--- src/hw/rtl/dria_pkg.sv ---
// ----------------------------------------------------------------------------
// dria_pkg
// Shared types and codes of the double range id allocator.
// ----------------------------------------------------------------------------
package dria_pkg;

    localparam int NUMBER_WIDTH_DEFAULT = 32;
    localparam int RANGE_WIDTH          = 32;
    localparam int OUT_NUMBER_WIDTH     = 31;
    localparam int S_TDATA_WIDTH        = 64;
    localparam int M_TDATA_WIDTH        = 40;

    typedef enum logic [0:0] {
        CMD_ADD = 1'b0,
        CMD_GET = 1'b1
    } cmd_t;

    typedef enum logic [2:0] {
        ST_OK         = 3'd0,
        ST_BAD_RANGE  = 3'd1,
        ST_BOTH_FULL  = 3'd2,
        ST_NO_CURRENT = 3'd3,
        ST_EXHAUSTED  = 3'd4
    } status_t;

    typedef struct packed {
        cmd_t                   cmd;
        logic [RANGE_WIDTH-1:0] range_start;
        logic [RANGE_WIDTH-1:0] range_end;
    } item_t;

    // Packed with the number in the lowest bits, matching m_tdata.
    typedef struct packed {
        logic [3:0]                  pad;
        logic                        ready_res;
        logic                        refill_request;
        status_t                     status;
        logic [OUT_NUMBER_WIDTH-1:0] number;
    } result_t;

endpackage

--- src/hw/rtl/dria_in_reg.sv ---
// ----------------------------------------------------------------------------
// dria_in_reg
// Input register: captures one request beat and holds it until the core
// can hand its result to the output register.
// ----------------------------------------------------------------------------
module dria_in_reg (
    input  logic           aclk,
    input  logic           aresetn,
    input  logic           s_valid,
    output logic           s_ready,
    input  dria_pkg::item_t s_item,
    input  logic           advance,
    output logic           item_valid,
    output dria_pkg::item_t item
);
    import dria_pkg::*;

    logic  valid_reg;
    logic  valid_next;
    item_t item_reg;

    assign s_ready = !valid_reg || advance;

    always_comb begin
        valid_next = valid_reg;
        if (s_ready) begin
            valid_next = s_valid;
        end
    end

    always_ff @(posedge aclk) begin
        if (!aresetn) begin
            valid_reg <= 1'b0;
        end else begin
            valid_reg <= valid_next;
        end
    end

    always_ff @(posedge aclk) begin
        if (s_ready && s_valid) begin
            item_reg <= s_item;
        end
    end

    assign item_valid = valid_reg;
    assign item       = item_reg;

endmodule

--- src/hw/rtl/dria_core.sv ---
// ----------------------------------------------------------------------------
// dria_core
// Range slots, current pointer and next number, with the add and get logic
// that updates them for one request beat.
// ----------------------------------------------------------------------------
module dria_core #(
    parameter int NUMBER_WIDTH = dria_pkg::NUMBER_WIDTH_DEFAULT
) (
    input  logic               aclk,
    input  logic               aresetn,
    input  logic               fire,
    input  dria_pkg::item_t    item,
    output dria_pkg::result_t  result
);
    import dria_pkg::*;

    // Range fields contribute at most 32 bits to a number.
    localparam int W  = (NUMBER_WIDTH > RANGE_WIDTH) ? RANGE_WIDTH : NUMBER_WIDTH;
    localparam int NW = NUMBER_WIDTH;

    logic [NW-1:0] slot_low_reg  [2];
    logic [NW-1:0] slot_high_reg [2];
    logic [NW-1:0] slot_low_next [2];
    logic [NW-1:0] slot_high_next[2];
    logic          have_current_reg, have_current_next;
    logic          current_slot_reg, current_slot_next;
    logic [NW-1:0] next_value_reg,   next_value_next;

    logic [W-1:0]  lo_w, hi_w;
    logic          range_ok;
    logic          full0, full1;
    logic [NW-1:0] cur_high, other_low;
    logic          other_full;
    logic          exhausted;
    logic [NW-1:0] base;
    logic [NW-1:0] number_full;
    status_t       status;
    logic          refill;

    assign lo_w = item.range_start[W-1:0];
    assign hi_w = item.range_end[W-1:0];

    // Both ends positive and the end above the start.
    assign range_ok = !lo_w[W-1] && (|lo_w) && !hi_w[W-1] && (|hi_w)
                      && (hi_w[W-2:0] > lo_w[W-2:0]);

    assign full0 = (|slot_low_reg[0]) || (|slot_high_reg[0]);
    assign full1 = (|slot_low_reg[1]) || (|slot_high_reg[1]);

    assign cur_high   = current_slot_reg ? slot_high_reg[1] : slot_high_reg[0];
    assign other_low  = current_slot_reg ? slot_low_reg[0]  : slot_low_reg[1];
    assign other_full = current_slot_reg ? full0 : full1;
    // Stored numbers are never negative, so an unsigned compare suffices.
    assign exhausted  = next_value_reg >= cur_high;

    always_comb begin
        slot_low_next     = slot_low_reg;
        slot_high_next    = slot_high_reg;
        have_current_next = have_current_reg;
        current_slot_next = current_slot_reg;
        next_value_next   = next_value_reg;
        status            = ST_OK;
        refill            = 1'b0;
        number_full       = '0;
        base              = next_value_reg;

        if (item.cmd == CMD_ADD) begin
            if (!range_ok) begin
                status = ST_BAD_RANGE;
            end else if (full0 && full1) begin
                status = ST_BOTH_FULL;
            end else begin
                slot_low_next[full0]  = NW'(lo_w);
                slot_high_next[full0] = NW'(hi_w);
                if (!have_current_reg) begin
                    have_current_next = 1'b1;
                    current_slot_next = full0;
                    next_value_next   = NW'(lo_w);
                end
            end
        end else if (!have_current_reg) begin
            status = ST_NO_CURRENT;
        end else begin
            if (exhausted) begin
                slot_low_next[current_slot_reg]  = '0;
                slot_high_next[current_slot_reg] = '0;
                if (other_full) begin
                    current_slot_next = !current_slot_reg;
                    base              = other_low;
                    refill            = 1'b1;
                end else begin
                    status = ST_EXHAUSTED;
                end
            end
            if (status == ST_OK) begin
                number_full     = base;
                next_value_next = base + NW'(1);
            end
        end
    end

    always_ff @(posedge aclk) begin
        if (!aresetn) begin
            slot_low_reg[0]  <= '0;
            slot_low_reg[1]  <= '0;
            slot_high_reg[0] <= '0;
            slot_high_reg[1] <= '0;
            have_current_reg <= 1'b0;
            current_slot_reg <= 1'b0;
            next_value_reg   <= '0;
        end else if (fire) begin
            slot_low_reg     <= slot_low_next;
            slot_high_reg    <= slot_high_next;
            have_current_reg <= have_current_next;
            current_slot_reg <= current_slot_next;
            next_value_reg   <= next_value_next;
        end
    end

    always_comb begin
        result                = '0;
        result.status         = status;
        result.refill_request = refill;
        result.ready_res      = have_current_next
                                && ((|slot_low_next[0]) || (|slot_high_next[0]))
                                && ((|slot_low_next[1]) || (|slot_high_next[1]));
        result.number         = OUT_NUMBER_WIDTH'(number_full);
    end

endmodule

--- src/hw/rtl/dria_out_reg.sv ---
// ----------------------------------------------------------------------------
// dria_out_reg
// Result register: holds one result beat until the downstream side takes it
// and tells the input stage when it may move on.
// ----------------------------------------------------------------------------
module dria_out_reg (
    input  logic              aclk,
    input  logic              aresetn,
    input  logic              in_valid,
    input  dria_pkg::result_t in_result,
    output logic              advance,
    output logic              m_valid,
    input  logic              m_ready,
    output dria_pkg::result_t m_result
);
    import dria_pkg::*;

    logic    valid_reg;
    logic    valid_next;
    result_t result_reg;

    assign advance = !valid_reg || m_ready;

    always_comb begin
        valid_next = valid_reg;
        if (advance) begin
            valid_next = in_valid;
        end
    end

    always_ff @(posedge aclk) begin
        if (!aresetn) begin
            valid_reg <= 1'b0;
        end else begin
            valid_reg <= valid_next;
        end
    end

    always_ff @(posedge aclk) begin
        if (advance && in_valid) begin
            result_reg <= in_result;
        end
    end

    assign m_valid  = valid_reg;
    assign m_result = result_reg;

endmodule

--- src/hw/rtl/double_range_id_allocator.sv ---
// A request beat moves from the input register through the core into the result register;
// while the result side is stalling, it waits in the input register.
// Throughput: one request beat per cycle while the result side is not stalling; the add/get
// update is a single compare, select and increment between the input and result registers.
// Reset (aresetn low, synchronous): both slots empty, no current range,
// next number zero, both stages empty.
// ----------------------------------------------------------------------------
// double_range_id_allocator
// Hands out unique numbers from two ping-pong ranges supplied by add beats.
// ----------------------------------------------------------------------------
module double_range_id_allocator #(
    parameter int NUMBER_WIDTH = dria_pkg::NUMBER_WIDTH_DEFAULT
) (
    input  logic                               aclk,
    input  logic                               aresetn,
    input  logic                               s_tvalid,
    output logic                               s_tready,
    // range_start [31:0], range_end [63:32]
    input  logic [dria_pkg::S_TDATA_WIDTH-1:0] s_tdata,
    // cmd: 0 add, 1 get
    input  logic                               s_tuser,
    output logic                               m_tvalid,
    input  logic                               m_tready,
    // number [30:0], status [33:31], refill_request [34], ready_res [35], zeros [39:36]
    output logic [dria_pkg::M_TDATA_WIDTH-1:0] m_tdata
);
    import dria_pkg::*;

    item_t   s_item;
    item_t   item;
    logic    item_valid;
    logic    advance;
    result_t result;
    result_t m_result;

    assign s_item.cmd         = cmd_t'(s_tuser);
    assign s_item.range_start = s_tdata[RANGE_WIDTH-1:0];
    assign s_item.range_end   = s_tdata[2*RANGE_WIDTH-1:RANGE_WIDTH];

    dria_in_reg u_in_reg (
        .aclk       (aclk),
        .aresetn    (aresetn),
        .s_valid    (s_tvalid),
        .s_ready    (s_tready),
        .s_item     (s_item),
        .advance    (advance),
        .item_valid (item_valid),
        .item       (item)
    );

    dria_core #(
        .NUMBER_WIDTH (NUMBER_WIDTH)
    ) u_core (
        .aclk    (aclk),
        .aresetn (aresetn),
        .fire    (item_valid && advance),
        .item    (item),
        .result  (result)
    );

    dria_out_reg u_out_reg (
        .aclk      (aclk),
        .aresetn   (aresetn),
        .in_valid  (item_valid),
        .in_result (result),
        .advance   (advance),
        .m_valid   (m_tvalid),
        .m_ready   (m_tready),
        .m_result  (m_result)
    );

    assign m_tdata = m_result;

endmodule

--- config.mk ---
export PLATFORM = sky130hd
export DESIGN_NAME = double_range_id_allocator
export DESIGN_NICKNAME = d
export VERILOG_FILES = /design/src/hw/rtl/dria_pkg.sv /design/src/hw/rtl/dria_in_reg.sv /design/src/hw/rtl/dria_core.sv /design/src/hw/rtl/dria_out_reg.sv /design/src/hw/rtl/double_range_id_allocator.sv
export SDC_FILE = /design/constraint.sdc
export NUM_CORES = 1
export LEC_CHECK = 0
export ABC_CLOCK_PERIOD_IN_PS = 10100
export BUFFER_PORTS_ARGS = -buffer_cell sky130_fd_sc_hd__buf_2
export CORE_MARGIN = 2
export CORE_UTILIZATION = 35
export CTS_BUF_LIST = sky130_fd_sc_hd__clkbuf_4 sky130_fd_sc_hd__clkbuf_8
export CTS_CLUSTER_DIAMETER = 60
export DETAILED_ROUTE_END_ITERATION = 10
export GPL_TIMING_DRIVEN = 0
export PLACE_DENSITY = 0.51
export SYNTH_ARGS = -nofsm -noshare
export SYNTH_HDL_FRONTEND = slang
export SYNTH_SLANG_ARGS = --single-unit
--- constraint.sdc ---
create_clock -name aclk -period 10.1 [get_ports aclk]
set_input_delay 0.505 -clock aclk [delete_from_list [all_inputs] [get_ports aclk]]
set_output_delay 0.505 -clock aclk [all_outputs]
set_load 0.1 [all_outputs]
==> results.yml <==
worst_setup_path:
  cpMostUsedCell: "buf_2"
  cp_slowest_cell: "buf_1"
  arrival_ns: 10.12
  start_kind: "flip-flop"
  crit_end: "u_core.next_value_reg[28]$_SDFFE_PN0P_"
  end_kind: "flip-flop"
  worst-path-stages: 28
  critPathMaxStageDelay_ns: 0.64
  cp-startpoint: "u_core.current_slot_reg$_SDFFE_PN0P_"
  r2r_slack_ns: 0.47
  path_buf_inv: 11
  r2r_cells: 28
  required_ns: 10.59
  crit_fanout: 10
  crit_family: "buffers and inverters"
  reg2reg_from: "u_core.current_slot_reg$_SDFFE_PN0P_"
  r2r_end: "u_core.next_value_reg[28]$_SDFFE_PN0P_"
  crit_type: "reg -> reg"
final_layout:
  fin_nets: 1690
  syn2layout_area_growth_pct: 17.0
  multi_input_area_um2: 6600
  diodes: 0
  final_core_util_pct: 41.7
  register_area_um2: 6320
  drive_gt1_share_pct: 15.0
  largest_reg_flops: 65
  fin_cells: 2102
  fill_cells: 3766
synthesis:
  syn_avg_cell_area_um2: 9.69
  synthCells: 1384
  yosysTopAreaCell: "dfxtp_1"
  yosys-top-cells-area: "dfxtp_1, edfxtp_1, a22oi_1"
  synth-seq-area-share_pct: 47.1
  synth_cell_type_count: 77
  synth_edf_count: 101
  async_flop_share_pct: 0
  synth_area_um2: 13400
  yosysTopAreaCellShare_pct: 24.5
  ys_seq_elements: 265
  synth_flop_cell: "dfxtp_1"
  yosysWarnings: 0
timing:
  drv_slew: 0
  fin_ws_ns: 0.470
  finalHoldViolCount: 0
  finalCritPeriodShare_pct: 95.4
  min_period_ns: 9.63
  rsz0062_at_grt: "no"
  slew_headroom_pct: 15.6
  clock_skew_ns: 0.0403
  setup_viol: 0
  fmax_mhz: 104
  finalSetupTns_ns: 0
  worst_slew_pin_slew_ns: 1.26
power_and_ir_drop:
  power_leakage_nw: 5.62
  ir_worst_vdd_v: 0.000103
  powerDensity_nw_per_um2: 167
  power_mw: 2.62
status:
  status: "completed"
drt:
  ant_nets: 0
  vias: 12000
  viasPerCell: 5.70
  drtPass1Iterations: 6
  drt_iter0_drc: 1291
  wire_per_inst_um: 24.1
  wirelength_um: 50600
  drc: 0
placed_design:
  hpwl_um: 38800
  finalWeightedCongestion: 0.928
  io_buffers: 105
  dp.cells: 2004
  pre_cts_slack_ns: 0.672
flow_run:
  cap_violations: 0
global_routing:
  grt_max_degree: 57
  grt_pass1_vias: 11000
  grt-ovfl-total: 0
  grt_use_total_pct: 25.5
  antenna_found_initial: 0
  grt_pass1_wl_um: 74100
floorplanning:
  core_um2: 37700
  num_rows: 71
  ios: 111
  die_h_um: 200
  start_util_pct: 35.6
  die_x_um: 200
  dieArea_um2: 39900
cts:
  h-tree-depth: 2
  cts_made_buffers: 48
  cts.sinks: 265
  postCtsSetupBuffers: 0
  clkTransAtPathRegs_ns: 0.06
  clock_latency_ns: 0.65
  tritoncts: "built"
  cts_max_path_buffers: 3
  clockRootBuffer: "clkbuf_8"
worst_hold_path:
  hold_path.class: "in -> reg"
  min_path_cells: 1
[timing repair]
| action | in CTS | in global routing |
|---|---|---|
| hold endpoints to repair | 11 | 0 |
| gates resized for setup | 0 | 0 |
| hold buffers | 11 | 0 |
[worst reg2reg max path, delay by kind of cell, from the launching register on]
| kind | cells | cell delay, ns |
|---|---|---|
| buffers and inverters | 11 | 4.65 |
| AO/OA/AOI/OAI | 8 | 1.83 |
| AND/OR/NAND/NOR | 5 | 1.49 |
| adder cells (fa/ha/maj) | 2 | 0.62 |
| multiplexers | 1 | 0.36 |
| flip-flops | 1 | 0.32 |
| XOR/XNOR | 1 | 0.23 |
[cell usage in the layout, fill, tap and decap left out, drive strengths merged, types with 6 or more instances in the layout]
cell and instances:
nor2b 7, dfxtp 164, ha 67, o22ai 14, nor2 205, nand2 80, and3 9, xor2 16
o31a 12, nand3 37, o21ai 44, a21oi 58, buf 133, a21o 11, o2bb2ai 7, dlygate4sd3 11
clkbuf 126, nand4 29, nand2b 7, edfxtp 101, nor4 55, clkinv 18, xnor2 9, mux2i 65
a211oi 7, mux2 12, o211ai 13, a22oi 128, o21a 6, inv 39, nor3 27, a31oi 8
[cell type report]
type	instances	area share, %
multi-input cells	997	42.0
clock buffers	67	5.12
plain buffers	86	2.36
flip-flops and latches	265	40.2
well taps	511	4.07
repair buffers	117	4.22
inverters	39	0.933
clock inverters	20	1.03
[per-stage QoR]
| stage | hold WS [ns] | cell area, um^2 |
|---|---|---|
| after CTS | 0.000190 | 15700 |
| after floorplan | 0.458 | 13400 |
| after global routing | 0.00925 | 15700 |
| after detailed placement | 0.491 | 14600 |
| final | 0.0348 | 15700 |
| after global placement | 0.483 | 14600 |
[Yosys cell counts, drive strengths merged (2+ instances only)]
library cell	n
nor2	205
dfxtp	164
a22oi	128
edfxtp	101
nand2	80
ha	67
mux2i	65
clkbuf	59
a21oi	58
nor4	55
o21ai	44
inv	38
nand3	37
nand4	29
buf	27
nor3	27
xor2	16
o22ai	14
o211ai	13
mux2	12
o31a	12
a21o	11
and3	9
xnor2	9
a31oi	8
a211oi	7
nand2b	7
nor2b	7
o2bb2ai	7
o21a	6
a21boi	5
o31ai	5
or3	5
and2	4
o211a	4
a31o	3
and4	3
nor4b	3
a221o	2
a221oi	2
a32oi	2
a41oi	2
nand3b	2
nor3b	2
or2	2
[routing by layer]
layer,track usage (%),vias to the layer above,part of all wire [%]
met5,0,-,0
met4,8.48,0,3.2
met3,4.52,97,7.3
met2,39.1,557,44
met1,36.3,5778,46
li1,-,5550,-
[where the power goes]
| part | internal [mW] | switching [mW] |
|---|---|---|
| Combinational | 0.107 | 0.284 |
| Sequential | 1.14 | 0.0453 |
| Clock | 0.568 | 0.477 |
| Total | 1.82 | 0.807 |
[cell families after synthesis]
| logic type | count (synthesis) | share of synthesized area, % |
|---|---|---|
| compound gates | 345 | 18.0 |
| xor+xnor | 25 | 1.63 |
| fa+ha+maj | 67 | 6.25 |
| buf+inv | 125 | 3.85 |
| flops | 265 | 47.1 |
| mux | 77 | 5.95 |
| other cells | 1 | 0.0280 |
| simple gates | 479 | 17.2 |
[how the worst min path moves through the flow]
| stage | from | to |
|---|---|---|
| finish | s_tdata[2] | u_in_reg.item[34]$_DFFE_PP_ |
| floorplan | u_core.next_value_reg[0]$_SDFFE_PN0P_ | u_core.next_value_reg[0]$_SDFFE_PN0P_ |
| global route | s_tdata[29] | u_in_reg.item[61]$_DFFE_PP_ |
| detailed placement | u_core.slot_low_reg[31]$_SDFFE_PN0P_ | u_core.slot_low_reg[31]$_SDFFE_PN0P_ |
| global placement | u_core.slot_low_reg[31]$_SDFFE_PN0P_ | u_core.slot_low_reg[31]$_SDFFE_PN0P_ |
| CTS | s_tdata[36] | u_in_reg.item[4]$_DFFE_PP_ |
(Power assumes the default switching activity.)
